--- config.mk ---
export PLATFORM = sky130hd
export DESIGN_NAME = abd3_ctrl
export DESIGN_NICKNAME = d
export VERILOG_FILES = /design/src/hdl/abd3_pkg.sv /design/src/hdl/abd3_ctrl.sv
export SDC_FILE = /design/constraint.sdc
export NUM_CORES = 1
export LEC_CHECK = 0
export BUFFER_PORTS_ARGS = -buffer_cell sky130_fd_sc_hd__buf_2
export CAP_MARGIN = 20
export CELL_PAD_IN_SITES_DETAIL_PLACEMENT = 0
export CELL_PAD_IN_SITES_GLOBAL_PLACEMENT = 1
export CORE_AREA = 10 10 132 134
export DETAILED_ROUTE_END_ITERATION = 7
export DIE_AREA = 0 0 142 144
export PLACE_DENSITY = 0.95
export SETUP_SLACK_MARGIN = 0.5
export SLEW_MARGIN = 5
export SYNTH_ARGS = -nofsm -noshare
export SYNTH_HDL_FRONTEND = slang
export SYNTH_SLANG_ARGS = --single-unit
--- constraint.sdc ---
create_clock -name clk -period 7.1 [get_ports clk]
set_input_delay 0.355 -clock clk [delete_from_list [all_inputs] [get_ports clk]]
set_output_delay 0.355 -clock clk [all_outputs]
set_load 0.01 [all_outputs]
--- src/hdl/abd3_pkg.sv ---
// ----------------------------------------------------------------------------
// abd3_pkg
// Types, constants and helpers shared by the 3x3 ARGB box downscaler.
// ----------------------------------------------------------------------------
package abd3_pkg;

  localparam int PIXEL_W   = 32;
  localparam int CHAN_W    = 8;
  localparam int SUM_W     = 12;
  localparam int NUM_CHAN  = 4;
  localparam int ENTRY_W   = NUM_CHAN * SUM_W;
  localparam int DIM_W     = 12;
  localparam int FACTOR    = 3;
  localparam int CFG_IDX_W = 1;

  localparam logic [DIM_W-1:0] WIDTH_RST  = 12'd640;
  localparam logic [DIM_W-1:0] HEIGHT_RST = 12'd480;

  localparam logic [CFG_IDX_W-1:0] CFG_IMAGE_WIDTH  = 1'b0;
  localparam logic [CFG_IDX_W-1:0] CFG_IMAGE_HEIGHT = 1'b1;

  // floor(2^16 / 9) + 1, exact for all 12-bit sums
  localparam logic [12:0] RECIP_NINE = 13'd7282;

  typedef struct packed {
    logic [DIM_W-1:0] bcol;
    logic             keep;
    logic             first;
    logic             last;
    logic             eof;
  } pos_t;

  typedef struct packed {
    logic [PIXEL_W-1:0] pixel_res;
    logic               eof;
  } res_t;

  function automatic logic [CHAN_W-1:0] div9(input logic [SUM_W-1:0] s);
    logic [24:0] prod;
    prod = {13'd0, s} * {12'd0, RECIP_NINE};
    return prod[23:16];
  endfunction

endpackage

--- src/hdl/abd3_ctrl.sv ---
// ----------------------------------------------------------------------------
// abd3_ctrl
// Size registers and raster position counters; classifies each pixel.
// ----------------------------------------------------------------------------
module abd3_ctrl #(
  parameter int STORE_DEPTH = 1365
) (
  input  logic                             clk,
  input  logic                             rst_n,
  input  logic                             cfg_wr_en,
  input  logic [abd3_pkg::CFG_IDX_W-1:0]   cfg_index,
  input  logic [abd3_pkg::DIM_W-1:0]       cfg_wdata,
  input  logic                             accept,
  output abd3_pkg::pos_t                   pos
);

  logic [abd3_pkg::DIM_W-1:0] width_r,  width_nxt;
  logic [abd3_pkg::DIM_W-1:0] height_r, height_nxt;
  logic [abd3_pkg::DIM_W-1:0] col_r,  col_nxt;
  logic [abd3_pkg::DIM_W-1:0] bcol_r, bcol_nxt;
  logic [1:0]                 cph_r,  cph_nxt;
  logic [abd3_pkg::DIM_W-1:0] row_r,  row_nxt;
  logic [abd3_pkg::DIM_W-1:0] brow_r, brow_nxt;
  logic [1:0]                 rph_r,  rph_nxt;

  logic [13:0] base_c, base_r;
  logic        col_ok, row_ok, col_endblk, row_endblk, store_ok;
  logic        col_wrap, row_wrap;

  always_comb begin
    base_c     = {1'b0, bcol_r, 1'b0} + {2'b0, bcol_r} + 14'd3;
    base_r     = {1'b0, brow_r, 1'b0} + {2'b0, brow_r} + 14'd3;
    col_ok     = base_c <= {2'b0, width_r};
    row_ok     = base_r <= {2'b0, height_r};
    col_endblk = (base_c + 14'd3) > {2'b0, width_r};
    row_endblk = (base_r + 14'd3) > {2'b0, height_r};
    store_ok   = {20'd0, bcol_r} < 32'(STORE_DEPTH);

    pos.bcol  = bcol_r;
    pos.keep  = col_ok && row_ok && store_ok;
    pos.first = (cph_r == 2'd0) && (rph_r == 2'd0);
    pos.last  = (cph_r == 2'd2) && (rph_r == 2'd2);
    pos.eof   = col_endblk && row_endblk;
  end

  always_comb begin
    width_nxt  = width_r;
    height_nxt = height_r;
    if (cfg_wr_en) begin
      case (cfg_index)
        abd3_pkg::CFG_IMAGE_WIDTH:  width_nxt  = cfg_wdata;
        abd3_pkg::CFG_IMAGE_HEIGHT: height_nxt = cfg_wdata;
        default: ;
      endcase
    end

    col_wrap = ({1'b0, col_r} + 13'd1) >= {1'b0, width_r};
    row_wrap = ({1'b0, row_r} + 13'd1) >= {1'b0, height_r};

    col_nxt  = col_r;
    cph_nxt  = cph_r;
    bcol_nxt = bcol_r;
    row_nxt  = row_r;
    rph_nxt  = rph_r;
    brow_nxt = brow_r;
    if (accept) begin
      if (col_wrap) begin
        col_nxt  = '0;
        cph_nxt  = '0;
        bcol_nxt = '0;
        if (row_wrap) begin
          row_nxt  = '0;
          rph_nxt  = '0;
          brow_nxt = '0;
        end else begin
          row_nxt = row_r + 12'd1;
          if (rph_r == 2'd2) begin
            rph_nxt  = '0;
            brow_nxt = brow_r + 12'd1;
          end else begin
            rph_nxt = rph_r + 2'd1;
          end
        end
      end else begin
        col_nxt = col_r + 12'd1;
        if (cph_r == 2'd2) begin
          cph_nxt  = '0;
          bcol_nxt = bcol_r + 12'd1;
        end else begin
          cph_nxt = cph_r + 2'd1;
        end
      end
    end
  end

  always_ff @(posedge clk) begin
    if (!rst_n) begin
      width_r  <= abd3_pkg::WIDTH_RST;
      height_r <= abd3_pkg::HEIGHT_RST;
      col_r    <= '0;
      cph_r    <= '0;
      bcol_r   <= '0;
      row_r    <= '0;
      rph_r    <= '0;
      brow_r   <= '0;
    end else begin
      width_r  <= width_nxt;
      height_r <= height_nxt;
      col_r    <= col_nxt;
      cph_r    <= cph_nxt;
      bcol_r   <= bcol_nxt;
      row_r    <= row_nxt;
      rph_r    <= rph_nxt;
      brow_r   <= brow_nxt;
    end
  end

endmodule

; ---- Yosys cells after proc, flatten, opt, wreduce, memory -nomap -nowiden
; Index checks and enable logic that the tools add are counted.
[totals]
word_cells = 56
register_bits = 76
inputBits = 17
[classes]
add_sub_neg = 14
n_reduce_logical = 14
n_eq_ne = 2
n_lt_le_gt_ge = 7
muxes = 10
bitwise_logic = 1
[ops]
columns = operator, count
row1 = 12-bit 2-to-1 mux, 6
row2 = "14-bit by 2-bit adder with 14-bit output, second input constant", 4
row3 = "12-bit by 1-bit adder with 12-bit output, second input constant", 4
row4 = 13-bit by 12-bit adder with 14-bit output, 2
row5 = 14-bit by 12-bit > comparator with 1-bit output, 2
row6 = 14-bit by 12-bit <= comparator with 1-bit output, 2
row7 = "12-bit by 1-bit adder with 13-bit output, second input constant", 2
row8 = 13-bit by 12-bit >= comparator with 1-bit output, 2
row9 = "12-bit by 11-bit less-than comparator with 1-bit output, second input constant", 1
row10 = 2-bit 2-to-1 mux, 4
row11 = 2-bit AND reduction, 4
row12 = 1-bit logical AND, 5
row13 = "2-bit by 1-bit adder with 2-bit output, second input constant", 2
row14 = "2-bit == test, second input constant", 2
row15 = 2-bit logical NOT, 2
row16 = 2-bit nonzero test, 2
row17 = 3-bit AND reduction, 1
row18 = 1-bit NOT, 1

; ---- Longest topological paths before layout
; Gate-level depths: netlist of the first run.
[logic_depth]
word_depth = 5
mapped_depth = 20

; ---- Least setup slack after synthesis of the first run
; Ideal clock, no wire load.
[synth_timing]
path_type = register to output
start = register bcol_r[3] (netlist name)
end = output pos[0] (netlist name)
stages_incl_launch_ff = 20
t_arrival_ns = 3.872
slack_ns = 2.873
path_cell_list = dfxtp_1 inv_1 ha_1 inv_1 ha_1 buf_2 o21ai_1 o211ai_2 a211oi_4 o211ai_2 nor4_2 xor2_1 ha_1 and4_1 nand4_1 o22ai_1 a31oi_1 nor4b_1 a22o_1 nor3_1
[synth_lines]
columns = item, line_no
row1 = start: declaration, abd3_ctrl.sv:20  ; logic [abd3_pkg::DIM_W-1:0] bcol_r, bcol_nxt;
row2 = start signal: assignment, abd3_ctrl.sv:111  ; bcol_r <= bcol_nxt;
row3 = end: declaration, abd3_ctrl.sv:14  ; output abd3_pkg::pos_t pos

==> out/qor.yml, run 1 <==
initial_utilization_pct: 51.0
drt-initial-drc-count: 453
timing.final.crit_share_pct: 72.9
drt-vias-per-instance: 5.92
drt-pass1-iter-count: 5
netlist_top_cells_area: "ha_1, dfxtp_1, nand2_1"
cts-buffers-inserted: 9
cts_htree_levels: 3
ant_nets: 0
nets_final: 1076
ys_warn_count: 0
worstHoldPathType: "primary input to register"
async_flop_share_pct: 0
fin_worst_hold_slack_ps: 272
synth_seq_cells: 76
power_density_nw_per_um2: 126
power_leakage_nw: 3.70
cp-start-kind: "register"
area.growth.synth_to_final_pct: 7.79
finalInstanceArea_um2: 8170
gr-usage-all-layers_pct: 18.6
worstSetupStartpoint: "brow_r[0]$_SDFFE_PN0P_"
wire_length_of_the_first_global_routing_pass_um: 31600
post_route_cells_drive_above_1_share_pct: 9.38
post_cts_setup_inserts: 0
post-synth-top-area-cell: "ha_1"
hold_violations_final: 0
clk_pin_slew_worst_paths_ps: 70
path_max_fanout: 11
yosys.cell_count.top_type: "ha_1"
grt_remaining_overflow: 0
synth.distinct_cells: 85
ioPinCount: 33
placed_cell_area_um2: 7860
maxSlewViolCount: 0
end_kind: "output pin"
globalplace.congestion: 0.921
outcome: "finished clean"
worst_r2r_startpoint: "row_r[0]$_SDFFE_PN0P_"
insertedDiodeCount: 0
detail_route.wirelength_um: 18900
die_h_um: 144
placeableCoreArea_um2: 14900
clk_path_buf_depth: 2
timing.clock.skew_ps: 8.93
grt_max_degree: 58
std_cell_rows: 45
fillers: 1457
synthesis.instances: 917
die_area_um2: 20400
synth-edff-count: 0
synth.cell_area_um2: 7580
synth-seq-area-share_pct: 20.1
postLayoutCoreUtil_pct: 55.0
max-vdd-ir-drop_v: 0.000107
worstPathRequired_ps: 6740
route.detailed.wl_per_inst_um: 16.8
hpwlAfterDp_um: 14700
drv.max_cap_violation_count: 0
maxSlewHeadroom_pct: 36.0
syn_avg_cell_area_um2: 8.27
placement.io_buffers: 32
power.total_mw: 1.03
tritoncts: "done"
hold_path.startpoint: "cfg_wdata[8]"
synth_common_cells: "ha_1, nand2_1, dfxtp_1, inv_1, o21ai_0"
remaining_drc_errors: 0
die_w_um: 142
fmaxAchievable_mhz: 193
tns_ps: 0
worst_skew_pair.late_latency_ps: 350
finalCriticalPeriod_ps: 5180
critical_path_class: "register to output pin"
cts.repair.resized: 0
ctsRootBufferMaster: "clkbuf_16"
mappedNetlistNets: 1060
first_global_vias: 6573
synth_top_area_share_pct: 20.8
synth_ff_type: "dfxtp_1"
post_cts_hold_buffer_count: 0
rsz0062_at_grt: "false"
cp_data_arrival_time_ps: 4820
antenna_violations_before_repair: 0
clock_sinks: 76
vias: 6667
tightest_slew_ps: 957
finalSetupViolCount: 0
==> cells in the final DEF, fill, tap and decap left out, types with 3 or more instances in the layout <==
cell type / instances
a211oi_1: 6
nand3_1: 26
a21boi_1: 16
and3_1: 16
a21o_1: 19
nand4_1: 12
a21oi_1: 44
xor2_1: 29
nand2b_1: 10
clkbuf_16: 9
xnor2_1: 33
nand3b_1: 15
o2111ai_1: 5
nand2_1: 82
inv_6: 4
nor3_1: 16
o211ai_1: 19
dfxtp_1: 76
o21a_1: 13
a21boi_0: 22
nand4b_1: 3
buf_4: 4
nor2b_1: 26
nor4_1: 5
a32oi_1: 4
o21ai_1: 7
ha_1: 126
mux2i_1: 7
nor2_1: 34
o21ai_0: 49
or2_2: 4
o211ai_2: 3
a22oi_1: 8
nor2_2: 3
inv_1: 60
and2_1: 7
buf_2: 32
a31oi_1: 5
or3_1: 17
and4_1: 3
==> power by group <==
group          total, mW  internal [mW]  switching (mW)
sequential         0.442          0.435         0.00654
clock              0.488          0.279           0.209
combinational      0.100         0.0391          0.0611
total               1.03          0.753           0.277
==> worst max-delay path, stage by stage (launching register included) <==
cell and delay (ps):
dfxtp_1 550, inv_1 150, ha_1 220, inv_1 50, ha_1 270, a21o_1 220
a21oi_1 180, xnor2_1 220, nand3_1 220, nor4_1 560, nand2_1 150, xnor2_1 170
ha_1 310, nand4_1 80, o311ai_0 560, nand4_1 160, mux2i_1 160, nor3_1 70
buf_2 150
==> final timing paths <==
check	cells after the start	slack [ps]	to
max	18	1920	pos[0]
min	3	270	height_r[8]$_SDFFE_PN1P_
max reg2reg	15	3120	brow_r[3]$_SDFFE_PN0P_
min reg2reg	2	460	height_r[11]$_SDFFE_PN0P_
==> layer usage <==
metal	vias to the layer above	share of wire [%]	GRT usage [%]
li1	3367	-	-
met1	3159	48	23.7
met2	123	48	32.0
met3	18	3.3	2.92
met4	0	1.2	4.73
met5	-	0	0
==> flip-flops by register name, summed over array words and instances, names as in the netlist <==
name	cells
brow_r	12
height_r	12
width_r	12
bcol_r	12
cph_r	2
rph_r	2
row_r	12
col_r	12
==> cells by family after synthesis <==
logic type / after synthesis / share of synthesized area [%]
AO/OA/AOI/OAI: 253 / 23.8
XOR/XNOR: 63 / 7.38
adder cells (fa/ha/maj): 126 / 20.8
buffers and inverters: 93 / 4.95
flip-flops: 76 / 20.1
multiplexers: 8 / 1.07
AND/OR/NAND/NOR: 298 / 22.0
==> per-stage QoR <==
stage / instances / setup slack (ps)
floorplan: 917 / 2870
global placement: 1110 / 2440
detailed placement: 1110 / 2310
CTS: 1126 / 1910
global route: 1126 / 1450
finish: 1126 / 1920
==> layout make-up <==
| type | count | area [um2] | area share, % |
|---|---|---|---|
| clock buffer | 9 | 225 | 2.76 |
| tap | 188 | 235 | 2.88 |
| inverter | 62 | 233 | 2.85 |
| timing repair buffer | 36 | 190 | 2.33 |
| multi-input combinational | 748 | 5680 | 69.6 |
| sequential | 76 | 1520 | 18.6 |
| clock inverter | 7 | 82.6 | 1.01 |
Power figures use the tool's default switching activity.
==> run 2: changes to the inputs <==
- CORE_AREA: 10 10 132 134 -> 10 10 143 145
- DIE_AREA: 0 0 142 144 -> 0 0 153 155
- PLACE_DENSITY: 0.95 -> 0.88
- clock period: 7.1 -> 4.25 ns (I/O delays scaled with it)
==> run 2 against run 1 <==
Compared with the run above:
- the run now ends with setup timing left
- combinational power is 80% higher
- critical path depth is 1 higher
- first-iteration DRC count fell by 18%
==> out/qor.yml, run 2 (synthesis results as in run 1) <==
timing.final.crit_share_pct: 105
switching_share_pct: 27.9
placement.io_buffers: 32
first_global_vias: 6549
dp_slack_ps: 26.9
std_cell_rows: 49
cts_htree_levels: 3
path_max_fanout: 6
wire_length_of_the_first_global_routing_pass_um: 32600
gr-usage-all-layers_pct: 16.2
r2r_cells: 16
area.growth.synth_to_final_pct: 22.8
layout_common_cells: "ha_1, nand2_1, dfxtp_1"
cp-start-kind: "register"
insertedDiodeCount: 0
r2r_setup_slack_ps: 670
hold_violations_final: 0
cell_int_power_mw: 1.27
worstPathRequired_ps: 4040
clk_path_buf_depth: 2
worstHoldPathType: "primary input to register"
die_area_um2: 23700
end_kind: "output pin"
critical-path-slowest-cell: "a211oi_4"
drt-vias-per-instance: 5.71
seqPwrFrac_pct: 41.7
remaining_drc_errors: 0
clockPowerShare_pct: 48.1
drt-pass1-iter-count: 4
initial_utilization_pct: 42.9
timing.clock.skew_ps: 10.9
power.total_mw: 1.76
clock_sinks: 76
finalSetupViolCount: 1
critical_path_class: "register to output pin"
cp_data_arrival_time_ps: 4260
failed_checks: "setup timing"
route.detailed.wl_per_inst_um: 16.8
rsz0062_at_grt: "true"
maxSlewViolCount: 0
slowest_delay_ps: 390
r2r_end: "row_r[4]$_SDFFE_PN0P_"
layout.cells.most_common: "ha_1"
grt_max_degree: 42
power_density_nw_per_um2: 189
detail_route.wirelength_um: 20400
power.switching_mw: 0.489
tritoncts: "done"
vias: 6942
ctsRootBufferMaster: "clkbuf_16"
tns_ps: -218
antenna_violations_before_repair: 0
worstSetupStartpoint: "bcol_r[1]$_SDFFE_PN0P_"
worst_r2r_startpoint: "row_r[2]$_SDFFE_PN0P_"
worstPathCellList: "inv_2 > ha_4 > inv_2 > ha_4 > a211oi_4 > o211ai_1 > a211o_1 > o211ai_4 > nor2_1 > xnor2_1 > ha_1 > and3_1 > nand3_2 > a21o_1 > a31oi_1 > a31oi_1 > a22o_1 > nor3_2 > buf_2"
fin_worst_hold_slack_ps: 115
post_cts_hold_buffer_count: 0
maxSlewHeadroom_pct: 37.9
fmaxAchievable_mhz: 224
finalWorstSetupSlack_ps: -218
globalplace.congestion: 0.926
place_inst: 1173
drt-initial-drc-count: 373
power_frac_comb_pct: 10.2
ioPinCount: 33
power_leakage_nw: 3.97
nets_final: 1124
grt_remaining_overflow: 0
die_h_um: 155
placeableCoreArea_um2: 17700
hpwlAfterDp_um: 14800
post_route_cells_drive_above_1_share_pct: 24.6
drv.max_cap_violation_count: 0
fillers: 1625
clk_pin_slew_worst_paths_ps: 70
worst_skew_pair.late_latency_ps: 350
endpoint: "pos[0]"
die_w_um: 153
post_layout_nonfiller_instances: 1215
finalCriticalPeriod_ps: 4470
outcome: "complete, but fails checks"
cts-buffers-inserted: 9
tightest_slew_ps: 930
max-vdd-ir-drop_v: 0.000199
ant_nets: 0
run 2: cell types whose count changed in the layout (fill, tap and decap cells not counted), moves of 8 or more:
cell | previous run | this run
ha_1 | 126 | 97
inv_1 | 60 | 52
dfxtp_2 | 0 | 9
ha_4 | 0 | 22
buf_4 | 4 | 47
dfxtp_4 | 0 | 9
dfxtp_1 | 76 | 58
run 2: final cells by class:
class	instances	area [um2]	share of cell area, %
multi-input cells	749	6340	68.1
clock inverters	7	90.1	0.968
well taps	229	287	3.08
inverters	62	235	2.53
repair buffers	83	564	6.06
flip-flops and latches	76	1570	16.8
clock buffers	9	225	2.42
run 2: worst min path at each step:
stage / slack [ps] / startpoint / depth (start not counted) / endpoint
after floorplan: 350 / cfg_wdata[5] / 2 / height_r[5]$_SDFFE_PN1P_
after global placement: 450 / width_r[10]$_SDFFE_PN0P_ / 2 / width_r[10]$_SDFFE_PN0P_
after global routing: 120 / cfg_wdata[8] / 3 / height_r[8]$_SDFFE_PN1P_
after detailed placement: 460 / width_r[8]$_SDFFE_PN0P_ / 2 / width_r[8]$_SDFFE_PN0P_
after CTS: 100 / cfg_wdata[9] / 3 / width_r[9]$_SDFFE_PN1P_
final: 110 / cfg_wdata[9] / 3 / width_r[9]$_SDFFE_PN1P_
run 2: worst max-delay path: cells and delay by family (launching register included):
kind            cells  cell delay [ps]
simple gates        4              570
xor+xnor            1              150
buf+inv             3              280
fa+ha+maj           3              680
compound gates      8             1830
flops               1              380
run 2: stage by stage:
step,util (%),cell area (um2)
after floorplan,-,7720
after global placement,46.4,8200
after detailed placement,46.4,8200
after CTS,50.9,8990
after global routing,52.7,9310
final,52.7,9310
run 2: timing repair:
action / in CTS / in global routing
gates resized for setup: 73 / 55
gates cloned: 0 / 1
buffers inserted: 16 / 9
endpoints found under the hold margin: 0 / 0
pin swaps: 46 / 44
setup endpoints to repair: 12 / 40
run 2: power groups by stage:
| stage | combinational, mW | sequential [mW] | clock, mW |
|---|---|---|---|
| 2_1_floorplan | 0.116 | 0.749 | 0 |
| 3_3_place_gp | 0.166 | 0.751 | 0 |
| 3_5_place_dp | 0.168 | 0.752 | 0 |
| 4_1_cts | 0.172 | 0.734 | 0.855 |
| 5_1_grt | 0.201 | 0.734 | 0.884 |
| 6_report | 0.180 | 0.732 | 0.844 |
run 2: metal layers:
layer / share of wire, % / vias up / GRT usage [%] / wire [um]
met5: 0 / - / 0 / 0
met4: 1.2 / 0 / 4.22 / 248
met3: 3.7 / 19 / 2.65 / 751
met2: 45 / 125 / 25.6 / 9190
met1: 50 / 3330 / 22.3 / 10200
li1: - / 3468 / - / -
